## config.mk

```make
export PLATFORM = sky130hd
export DESIGN_NAME = gregorian_date_arithmetic
export DESIGN_NICKNAME = d
export VERILOG_FILES = /design/src/design/gda_pkg.sv /design/src/design/gda_alu.sv /design/src/design/gregorian_date_arithmetic.sv
export SDC_FILE = /design/constraint.sdc
export NUM_CORES = 1
export LEC_CHECK = 0
export BUFFER_PORTS_ARGS = -buffer_cell sky130_fd_sc_hd__buf_2
export CORE_MARGIN = 10
export CORE_UTILIZATION = 26
export DETAILED_ROUTE_END_ITERATION = 7
export HOLD_SLACK_MARGIN = 0.1
export PLACE_DENSITY_LB_ADDON = 0.05
export SKIP_CTS_REPAIR_TIMING = 1
export SLEW_MARGIN = 20
export SYNTH_ARGS = -nofsm -noshare
export SYNTH_HDL_FRONTEND = slang
export SYNTH_SLANG_ARGS = --single-unit
```

## constraint.sdc

```tcl
create_clock -name clk_i -period 9.2 [get_ports clk_i]
set_clock_uncertainty 0.15 [all_clocks]
set_input_delay 1.38 -clock clk_i [delete_from_list [all_inputs] [get_ports clk_i]]
set_output_delay 1.38 -clock clk_i [all_outputs]
set_load 0.02 [all_outputs]
```

## src/design/gda_pkg.sv

```systemverilog
// Package for the Gregorian date arithmetic block.
// Holds operation codes, sequencer states, ALU control types and calendar helpers.
// No dependencies.
package gda_pkg;

  localparam int YEAR_MAX_DEF    = 9999;
  localparam int COUNT_WIDTH_DEF = 16;

  localparam int ACC_W      = 25;   // signed accumulator, covers day numbers and counts
  localparam int YEAR_W     = 14;
  localparam int DAY_W      = 5;
  localparam int MONTH_W    = 4;
  localparam int BETWEEN_W  = 22;
  localparam int CNT_PORT_W = 16;
  localparam int MOD_W      = 9;    // year mod 400

  localparam int YEAR_CYCLE = 400;
  localparam int CENTURY    = 100;
  localparam int DAYS_YEAR  = 365;
  localparam int DAYS_LEAP  = 366;
  localparam int MONTHS     = 12;

  typedef enum logic [2:0] {
    OP_ADD  = 3'd0,
    OP_SUB  = 3'd1,
    OP_NEXT = 3'd2,
    OP_PREV = 3'd3,
    OP_DIFF = 3'd4
  } op_e;

  typedef enum logic [3:0] {
    ST_IDLE,
    ST_P400,
    ST_P100,
    ST_NORM,
    ST_DBY,
    ST_MSUM,
    ST_DAY,
    ST_STEP,
    ST_YFWD,
    ST_YBWD,
    ST_MDIV,
    ST_ABS,
    ST_DONE
  } state_e;

  // terms of days-before-year: p*365 + p/4 - 3*(p/400) - (p mod 400)/100
  typedef enum logic [3:0] {
    DB_P256,
    DB_P64,
    DB_P32,
    DB_P8,
    DB_P4,
    DB_P1,
    DB_Q4,
    DB_C400X2,
    DB_C400,
    DB_C100
  } dby_step_e;

  typedef enum logic [1:0] {
    A_ACC,
    A_REM,
    A_ZERO
  } a_sel_e;

  typedef struct packed {
    a_sel_e           a_sel;
    logic             sub;
    logic [ACC_W-1:0] b;
  } alu_ctrl_t;

  function automatic logic [DAY_W-1:0] month_len(input logic leap, input logic [MONTH_W-1:0] idx);
    logic [DAY_W-1:0] len;
    unique case (idx)
      4'd1:    len = leap ? 5'd29 : 5'd28;
      4'd3,
      4'd5,
      4'd8,
      4'd10:   len = 5'd30;
      default: len = 5'd31;
    endcase
    return len;
  endfunction

  // leap rule evaluated on year mod 400
  function automatic logic leap_of_mod(input logic [MOD_W-1:0] r);
    return (r[1:0] == 2'b00) && (r != MOD_W'(CENTURY)) && (r != MOD_W'(2 * CENTURY))
           && (r != MOD_W'(3 * CENTURY));
  endfunction

  function automatic logic [MONTH_W-1:0] clamp_month(input logic [MONTH_W-1:0] m);
    logic [MONTH_W-1:0] r;
    r = m;
    if (m == '0) r = 4'd1;
    if (m > MONTH_W'(MONTHS)) r = MONTH_W'(MONTHS);
    return r;
  endfunction

endpackage

```

## src/design/gda_alu.sv

```systemverilog
// Shared add/subtract unit of the date sequencer.
// Selects the A operand, adds or subtracts B, flags a negative result.
// Depends on gda_pkg.
module gda_alu import gda_pkg::*; (
  input  logic [ACC_W-1:0] acc_i,
  input  logic [ACC_W-1:0] rem_i,
  input  alu_ctrl_t        ctrl_i,
  output logic [ACC_W-1:0] sum_o,
  output logic             neg_o
);

  logic [ACC_W-1:0] a;

  always_comb begin
    unique case (ctrl_i.a_sel)
      A_ACC:   a = acc_i;
      A_REM:   a = rem_i;
      default: a = '0;
    endcase
  end

  assign sum_o = a + (ctrl_i.b ^ {ACC_W{ctrl_i.sub}}) + ACC_W'(ctrl_i.sub);
  assign neg_o = sum_o[ACC_W-1];

endmodule

```

## src/design/gregorian_date_arithmetic.sv

```systemverilog
// Gregorian date arithmetic: add/subtract days, next/previous day, day difference.
// Top level: sequencer and working registers around one shared adder (gda_alu).
// Depends on gda_pkg and gda_alu.
//
//  channel   | handshake             | payload
//  ----------+-----------------------+--------------------------------------------------
//  request   | start_i, busy_o       | op_i, day/month/year_a_i, day/month/year_b_i,
//            |                       | day_count_i
//  result    | done_o (1-cycle pulse) | day_out_o, month_out_o, year_out_o,
//            |                       | days_between_o, out_of_range_o
//
// A request transfers when start_i is high and busy_o is low; busy_o stays high through the
// result pulse. Every arithmetic step goes through the shared adder, one operation per cycle.
// Add/sub/next/prev: mod-400 steps, century steps (up to 3), start month sum, day, step, a year
// step per year crossed (up to 180 years for a 65535-day count) and the end month search.
// Difference: per date, mod-400/mod-100 reduction, the ten-term year count, month sum and day,
// then the absolute value. Bad years and spare op codes finish after the reduction.
// Reset clears the sequencer only. The receiver cannot stall; done_o lasts one cycle.
module gregorian_date_arithmetic import gda_pkg::*; #(
  parameter int YEAR_MAX    = YEAR_MAX_DEF,
  parameter int COUNT_WIDTH = COUNT_WIDTH_DEF
) (
  input  logic                  clk_i,
  input  logic                  rst_ni,
  input  logic                  start_i,
  output logic                  busy_o,
  input  logic [2:0]            op_i,
  input  logic [DAY_W-1:0]      day_a_i,
  input  logic [MONTH_W-1:0]    month_a_i,
  input  logic [YEAR_W-1:0]     year_a_i,
  input  logic [DAY_W-1:0]      day_b_i,
  input  logic [MONTH_W-1:0]    month_b_i,
  input  logic [YEAR_W-1:0]     year_b_i,
  input  logic [CNT_PORT_W-1:0] day_count_i,
  output logic                  done_o,
  output logic [DAY_W-1:0]      day_out_o,
  output logic [MONTH_W-1:0]    month_out_o,
  output logic [YEAR_W-1:0]     year_out_o,
  output logic [BETWEEN_W-1:0]  days_between_o,
  output logic                  out_of_range_o
);

  localparam int CntW  = (COUNT_WIDTH < CNT_PORT_W) ? COUNT_WIDTH : CNT_PORT_W;
  localparam int YrClg = $clog2(YEAR_MAX + 1);
  localparam int YW    = (YrClg > 15) ? YrClg : 15;

  state_e               state_q, state_d;
  logic [2:0]           op_q, op_d;
  logic [DAY_W-1:0]     d_q [2], d_d [2];
  logic [MONTH_W-1:0]   m_q [2], m_d [2];
  logic [YEAR_W-1:0]    y_q [2], y_d [2];
  logic [CntW-1:0]      cnt_q, cnt_d;
  logic                 side_q, side_d;
  logic [YEAR_W-1:0]    rem_q, rem_d;
  logic [5:0]           c400_q, c400_d;
  logic [1:0]           c100_q, c100_d;
  logic [MOD_W-1:0]     ymod_q, ymod_d;
  logic [YW-1:0]        wy_q, wy_d;
  logic [MONTH_W-1:0]   j_q, j_d;
  dby_step_e            k_q, k_d;
  logic [ACC_W-1:0]     acc_q, acc_d;
  logic [DAY_W-1:0]     res_d_q, res_d_d;
  logic [MONTH_W-1:0]   res_m_q, res_m_d;
  logic [YEAR_W-1:0]    res_y_q, res_y_d;
  logic [BETWEEN_W-1:0] btw_q, btw_d;
  logic                 flag_q, flag_d;

  alu_ctrl_t            alu_ctrl;
  logic [ACC_W-1:0]     alu_sum;
  logic                 alu_neg;

  logic [MOD_W-1:0]     mod_next, mod_prev;
  logic                 leap_cur, leap_prev;
  logic                 ok_a, ok_b;
  logic [YEAR_W-1:0]    p_year;
  logic [ACC_W-1:0]     p_w;
  logic                 step_down;

  gda_alu u_alu (
    .acc_i  (acc_q),
    .rem_i  (ACC_W'(rem_q)),
    .ctrl_i (alu_ctrl),
    .sum_o  (alu_sum),
    .neg_o  (alu_neg)
  );

  assign mod_next  = (ymod_q == MOD_W'(YEAR_CYCLE - 1)) ? '0 : ymod_q + 9'd1;
  assign mod_prev  = (ymod_q == '0) ? MOD_W'(YEAR_CYCLE - 1) : ymod_q - 9'd1;
  assign leap_cur  = leap_of_mod(ymod_q);
  assign leap_prev = leap_of_mod(mod_prev);
  assign ok_a      = (y_q[0] != '0) && (YW'(y_q[0]) <= YW'(YEAR_MAX));
  assign ok_b      = (y_q[1] != '0) && (YW'(y_q[1]) <= YW'(YEAR_MAX));
  assign p_year    = y_q[side_q] - 14'd1;
  assign p_w       = ACC_W'(p_year);
  assign step_down = (op_q == OP_SUB) || (op_q == OP_PREV);

  always_comb begin
    logic [DAY_W-1:0]  last;
    logic [YEAR_W-1:0] prep_y;
    logic              prep;
    state_d  = state_q;
    op_d     = op_q;
    d_d      = d_q;
    m_d      = m_q;
    y_d      = y_q;
    cnt_d    = cnt_q;
    side_d   = side_q;
    rem_d    = rem_q;
    c400_d   = c400_q;
    c100_d   = c100_q;
    ymod_d   = ymod_q;
    wy_d     = wy_q;
    j_d      = j_q;
    k_d      = k_q;
    acc_d    = acc_q;
    res_d_d  = res_d_q;
    res_m_d  = res_m_q;
    res_y_d  = res_y_q;
    btw_d    = btw_q;
    flag_d   = flag_q;
    alu_ctrl = '{a_sel: A_ACC, sub: 1'b0, b: '0};
    last     = month_len(leap_cur, m_q[side_q] - 4'd1);
    prep     = 1'b0;
    prep_y   = year_a_i;

    unique case (state_q)
      ST_IDLE: begin
        if (start_i) begin
          op_d    = op_i;
          d_d[0]  = (day_a_i == '0) ? 5'd1 : day_a_i;
          d_d[1]  = (day_b_i == '0) ? 5'd1 : day_b_i;
          m_d[0]  = clamp_month(month_a_i);
          m_d[1]  = clamp_month(month_b_i);
          y_d[0]  = year_a_i;
          y_d[1]  = year_b_i;
          cnt_d   = day_count_i[CntW-1:0];
          side_d  = 1'b0;
          prep    = 1'b1;
          prep_y  = year_a_i;
          state_d = ST_P400;
        end
      end
      ST_P400: begin
        alu_ctrl = '{a_sel: A_REM, sub: 1'b1, b: ACC_W'(YEAR_CYCLE)};
        if (!alu_neg) begin
          rem_d  = alu_sum[YEAR_W-1:0];
          c400_d = c400_q + 6'd1;
        end else begin
          // rem holds (y-1) mod 400 here
          ymod_d  = (rem_q == YEAR_W'(YEAR_CYCLE - 1)) ? '0 : rem_q[MOD_W-1:0] + 9'd1;
          state_d = ST_P100;
        end
      end
      ST_P100: begin
        alu_ctrl = '{a_sel: A_REM, sub: 1'b1, b: ACC_W'(CENTURY)};
        if (!alu_neg) begin
          rem_d  = alu_sum[YEAR_W-1:0];
          c100_d = c100_q + 2'd1;
        end else begin
          state_d = ST_NORM;
        end
      end
      ST_NORM: begin
        if (d_q[side_q] > last) d_d[side_q] = last;
        k_d = DB_P256;
        j_d = '0;
        if (!side_q) begin
          res_d_d = (d_q[0] > last) ? last : d_q[0];
          res_m_d = m_q[0];
          res_y_d = y_q[0];
          btw_d   = '0;
          flag_d  = 1'b0;
          acc_d   = '0;
          priority if (op_q > OP_DIFF) begin
            state_d = ST_DONE;
          end else if (!ok_a || (op_q == OP_DIFF && !ok_b)) begin
            flag_d  = 1'b1;
            state_d = ST_DONE;
          end else if (op_q == OP_DIFF) begin
            state_d = ST_DBY;
          end else begin
            state_d = ST_MSUM;
          end
        end else begin
          state_d = ST_DBY;
        end
      end
      ST_DBY: begin
        alu_ctrl.a_sel = A_ACC;
        alu_ctrl.sub   = side_q;
        unique case (k_q)
          DB_P256:   alu_ctrl.b = p_w << 8;
          DB_P64:    alu_ctrl.b = p_w << 6;
          DB_P32:    alu_ctrl.b = p_w << 5;
          DB_P8:     alu_ctrl.b = p_w << 3;
          DB_P4:     alu_ctrl.b = p_w << 2;
          DB_P1:     alu_ctrl.b = p_w;
          DB_Q4:     alu_ctrl.b = ACC_W'(p_year[YEAR_W-1:2]);
          DB_C400X2: begin
            alu_ctrl.b   = ACC_W'({c400_q, 1'b0});
            alu_ctrl.sub = !side_q;
          end
          DB_C400:   begin
            alu_ctrl.b   = ACC_W'(c400_q);
            alu_ctrl.sub = !side_q;
          end
          default:   begin
            alu_ctrl.b   = ACC_W'(c100_q);
            alu_ctrl.sub = !side_q;
          end
        endcase
        acc_d = alu_sum;
        if (k_q == DB_C100) begin
          state_d = ST_MSUM;
        end else begin
          k_d = dby_step_e'(k_q + 4'd1);
        end
      end
      ST_MSUM: begin
        alu_ctrl = '{a_sel: A_ACC, sub: side_q, b: ACC_W'(month_len(leap_cur, j_q))};
        if ((5'(j_q) + 5'd1) < 5'(m_q[side_q])) begin
          acc_d = alu_sum;
          j_d   = j_q + 4'd1;
        end else begin
          state_d = ST_DAY;
        end
      end
      ST_DAY: begin
        alu_ctrl = '{a_sel: A_ACC, sub: side_q, b: ACC_W'(d_q[side_q] - 5'd1)};
        acc_d    = alu_sum;
        if (op_q == OP_DIFF) begin
          if (!side_q) begin
            side_d  = 1'b1;
            prep    = 1'b1;
            prep_y  = y_q[1];
            state_d = ST_P400;
          end else begin
            state_d = ST_ABS;
          end
        end else begin
          state_d = ST_STEP;
        end
      end
      ST_STEP: begin
        alu_ctrl.a_sel = A_ACC;
        alu_ctrl.sub   = step_down;
        alu_ctrl.b     = (op_q == OP_ADD || op_q == OP_SUB) ? ACC_W'(cnt_q) : ACC_W'(1);
        acc_d   = alu_sum;
        wy_d    = YW'(y_q[0]);
        state_d = step_down ? ST_YBWD : ST_YFWD;
      end
      ST_YFWD: begin
        alu_ctrl = '{a_sel: A_ACC, sub: 1'b1,
                     b: ACC_W'(leap_cur ? DAYS_LEAP : DAYS_YEAR)};
        j_d = '0;
        if (!alu_neg) begin
          if (wy_q == YW'(YEAR_MAX)) begin
            flag_d  = 1'b1;
            state_d = ST_DONE;
          end else begin
            acc_d  = alu_sum;
            wy_d   = wy_q + 1'b1;
            ymod_d = mod_next;
          end
        end else begin
          state_d = ST_MDIV;
        end
      end
      ST_YBWD: begin
        // borrow a whole year: the added length is that of the year stepped into
        alu_ctrl = '{a_sel: A_ACC, sub: 1'b0,
                     b: ACC_W'(leap_prev ? DAYS_LEAP : DAYS_YEAR)};
        j_d = '0;
        if (acc_q[ACC_W-1]) begin
          if (wy_q == YW'(1)) begin
            flag_d  = 1'b1;
            state_d = ST_DONE;
          end else begin
            acc_d  = alu_sum;
            wy_d   = wy_q - 1'b1;
            ymod_d = mod_prev;
          end
        end else begin
          state_d = ST_MDIV;
        end
      end
      ST_MDIV: begin
        alu_ctrl = '{a_sel: A_ACC, sub: 1'b1, b: ACC_W'(month_len(leap_cur, j_q))};
        if (j_q < MONTH_W'(MONTHS - 1) && !alu_neg) begin
          acc_d = alu_sum;
          j_d   = j_q + 4'd1;
        end else begin
          res_d_d = acc_q[DAY_W-1:0] + 5'd1;
          res_m_d = j_q + 4'd1;
          res_y_d = wy_q[YEAR_W-1:0];
          state_d = ST_DONE;
        end
      end
      ST_ABS: begin
        alu_ctrl = '{a_sel: A_ZERO, sub: acc_q[ACC_W-1], b: acc_q};
        btw_d    = alu_sum[BETWEEN_W-1:0];
        state_d  = ST_DONE;
      end
      ST_DONE: begin
        state_d = ST_IDLE;
      end
      default: begin
        state_d = ST_IDLE;
      end
    endcase

    if (prep) begin
      // year 0 is taken as 400k so its leap test comes out right
      rem_d  = (prep_y == '0) ? YEAR_W'(YEAR_CYCLE - 1) : prep_y - 14'd1;
      c400_d = '0;
      c100_d = '0;
    end
  end

  always_ff @(posedge clk_i or negedge rst_ni) begin
    if (!rst_ni) begin
      state_q <= ST_IDLE;
    end else begin
      state_q <= state_d;
    end
  end

  always_ff @(posedge clk_i) begin
    op_q    <= op_d;
    d_q     <= d_d;
    m_q     <= m_d;
    y_q     <= y_d;
    cnt_q   <= cnt_d;
    side_q  <= side_d;
    rem_q   <= rem_d;
    c400_q  <= c400_d;
    c100_q  <= c100_d;
    ymod_q  <= ymod_d;
    wy_q    <= wy_d;
    j_q     <= j_d;
    k_q     <= k_d;
    acc_q   <= acc_d;
    res_d_q <= res_d_d;
    res_m_q <= res_m_d;
    res_y_q <= res_y_d;
    btw_q   <= btw_d;
    flag_q  <= flag_d;
  end

  assign busy_o         = (state_q != ST_IDLE);
  assign done_o         = (state_q == ST_DONE);
  assign day_out_o      = res_d_q;
  assign month_out_o    = res_m_q;
  assign year_out_o     = res_y_q;
  assign days_between_o = btw_q;
  assign out_of_range_o = flag_q;

  ap_busy_after_start: assert property (@(posedge clk_i) disable iff (!rst_ni)
    start_i && !busy_o |=> busy_o)
    else $error("request transfer did not raise busy");

  ap_done_pulse: assert property (@(posedge clk_i) disable iff (!rst_ni)
    done_o |=> !done_o)
    else $error("result strobe longer than one cycle");

  ap_between_zero: assert property (@(posedge clk_i) disable iff (!rst_ni)
    done_o && (op_q != OP_DIFF) |-> days_between_o == '0)
    else $error("nonzero day difference outside difference operation");

  ap_range_hold: assert property (@(posedge clk_i) disable iff (!rst_ni)
    done_o && out_of_range_o |-> year_out_o == y_q[0] && month_out_o == m_q[0])
    else $error("out-of-range result does not hold the first date");

  ap_month_valid: assert property (@(posedge clk_i) disable iff (!rst_ni)
    done_o |-> month_out_o != '0 && month_out_o <= MONTH_W'(MONTHS))
    else $error("result month out of 1..12");

endmodule
```

==> flow_summary.toml <==
[route]
drt-initial-drc-count = 999
drtPass1Iterations = 5
ant_nets = 0
drt-met1-wl_um = 24870
wl_met3_um = 2906
drt-total-wl_um = 54930
post-route-drc-count = 0
top_layer = "met4"
wl_met2_um = 25640
via_per_inst = 5.277
vias = 12040
routedWlPerCell_um = 24.08

[finish]
n_antenna_cell = 0
nets = 1705
post-route-util_pct = 29.93
area_delta_synth_final_pct = 13.44
drive_above_1_share_pct = 13.50

[logic_synthesis]
netlist_area_mm2 = 0.01395
synth_area_leaders = "edfxtp_1 39%, nand2_1 5.4%, ha_1 5.0%"
yosys.cell_count.top_type = "nand2_1"
synth_warnings = 0
synth_edf_count = 183
synth_seq_cells = 195
synth_common_cells = "201 x nand2_1, 183 x edfxtp_1, 140 x nor2_1"
avgSynthCellArea_um2 = 9.250
synth_flop_cell = "edfxtp_1"
syn_nets = 1633
synth_cell_types = 99
synth_cells = 1508
synth.largest_area_cell = "edfxtp_1"
yosysSeqAreaShare_pct = 41.26
async_reset_ff_share_pct = 2.051
synth_top_area_share_pct = 39.40

[sta]
max_freq_mhz = 129.8
maxSlewHeadroom_pct = 35.19
setup_tns_ns = 0
finalHoldViolCount = 0
period_needed_ns = 7.706
fin_crit_sh_pct = 83.76
finalSetupViolCount = 0
drv_slew = 0
worst_pin_slew_ns = 0.9720
rsz0062_at_grt = "false"
worst_slack_ns = 1.494

[floorplanning]
die_x_um = 251.6
core.rowCount = 84
core_mm2 = 0.05287
initial_utilization_pct = 26.38
io_pins = 116
dieArea_mm2 = 0.06331
die_h_um = 251.6

[cts]
clkLatencyLatePin_ns = 0.50
clk_path_buf_depth = 2
clkSinkCount = 195
cts_tree = "done"
clkTransAtPathRegs_ns = 0.08
cts-root-buf = "clkbuf_16"
cts_made_buffers = 17
htree_levels = 4

[place]
dp_slack_ns = 1.576
portBuffers = 115
gp_congestion = 0.8968
dpl.hpwl_um = 41930

[global_routing]
grt.total_usage_pct = 17.41
grt_pass1_vias = 12110
overflow = 0
grt_max_degree = 48
grt_first_pass_wirelength_um = 82130
antenna_found_initial = 0

[critical_path]
worstReg2RegStart = "side_q"
critPathLaunch = "side_q"
end_kind = "flop"
crit_path_max_fanout = 28
required_ns = 9.24
cp-start-kind = "flop"
path_class = "reg -> reg"
cp_data_arrival_time_ns = 7.75

[hold_path]
hold_class = "reg -> reg"
hp-start = "c400_q[5]"

[pwr]
ir_worst_vdd_mv = 0.1488
p_leak_nw = 5.944
pwr_density_cell_mw_per_mm2 = 147.2

[run]
drv_cap = 0

[status]
status = "completed"
## final cells by class
type | count | area (µm²)
multi-input cells | 1187 | 7749
flip-flops and latches | 195 | 5756
well taps | 688 | 860.8
inverters | 41 | 153.9
fillers | 5649 | 37040
clock buffers | 18 | 429.2
repair buffers | 138 | 748.2
clock inverters | 14 | 126.4
## cells in the final DEF, fill, tap and decap left out, types with 9 or more instances in the layout
cell,instances
nor3_1,27
o31ai_1,11
a31oi_1,14
inv_1,40
nand3b_1,9
o22ai_1,16
ha_1,56
clkbuf_16,17
nor4_1,16
nand2b_1,19
xor2_1,45
and2_1,20
nand4_1,10
buf_2,115
o221ai_1,11
mux2i_1,48
edfxtp_1,183
a221oi_1,25
nand3_1,61
nor3b_1,11
nor2_1,140
nand2_1,201
buf_4,23
a22oi_1,11
o21ai_0,94
xnor2_1,59
and3_1,27
a21o_1,17
a21oi_1,70
## power by group
part	total (W)	internal [W]	leakage, nW	switching, W
Combinational	0.000524	0.000178	3.89	0.000346
Clock	0.000760	0.000375	0.273	0.000385
Sequential	0.00105	0.00101	1.78	0.0000323
## worst max-delay path, stage by stage, from the launching register on
cell       delay [ns]
edfxtp_1         0.36
buf_4            0.35
mux2i_1          0.54
ha_1             0.35
o2111ai_1        0.16
xor2_1           0.17
mux2i_1          0.70
a221oi_1         0.22
o21ai_0          0.34
mux2i_1          0.26
ha_1             0.32
nand3_1          0.22
o21ai_0          0.12
a31oi_1          0.39
a21oi_1          0.15
o22ai_1          0.42
nand4_2          0.34
a21oi_1          0.37
o21ai_0          0.27
nor3_4           0.77
buf_4            0.37
## registers in the layout (all words and copies together), names as in the netlist
signal          count
side_q              1
day_out_o           5
year_out_o         14
cnt_q              16
k_q                 4
j_q                 4
acc_q              25
y_q                28
m_q                 8
c400_q              6
days_between_o     22
c100_q              2
month_out_o         4
out_of_range_o      1
op_q                3
rem_q              14
state_q             4
ymod_q              9
wy_q               15
d_q                10
## metal layers
metal | vias up | global-route usage [%]
met5 | - | 0
met4 | 0 | 6.873
met3 | 59 | 3.249
met2 | 332 | 28.22
met1 | 5903 | 22.57
li1 | 5742 | -
## worst paths after layout
path | endpoint | slack, ns | cells past startpoint
max in group asynchronous | state_q[2] | 8.21 | 1
hold reg to reg | c400_q[5] | 0.37 | 2
min in group asynchronous | state_q[3] | 0.54 | 1
setup / recovery | acc_q[17] | 1.49 | 20
setup reg to reg | acc_q[17] | 1.49 | 20
hold / removal | c400_q[5] | 0.37 | 2
## cells by family (layout without fill, tap and decap cells)
group,count (synthesis),after routing,synth area share (%)
and+or+nand+nor,600,600,21.17
AOI/OAI and AO/OA,368,368,17.89
DFF,195,195,41.26
buffers and inverters,126,211,3.696
xor gates and xnor gates,104,104,6.530
muxes,58,58,4.288
adders and majority gates,57,57,5.167
## per-stage QoR
stage               hold slack (ns)  cells  power, W  cell area, µm²
floorplan                    0.3092   1508  0.001400           13950
global placement             0.3517   2249  0.001596           15250
detailed placement           0.3529   2249  0.001593           15270
CTS                          0.3729   2281  0.002377           15820
global route                 0.4153   2281  0.002454           15820
finish                       0.3677   2281  0.002330           15820
(Power assumes the default switching activity.)
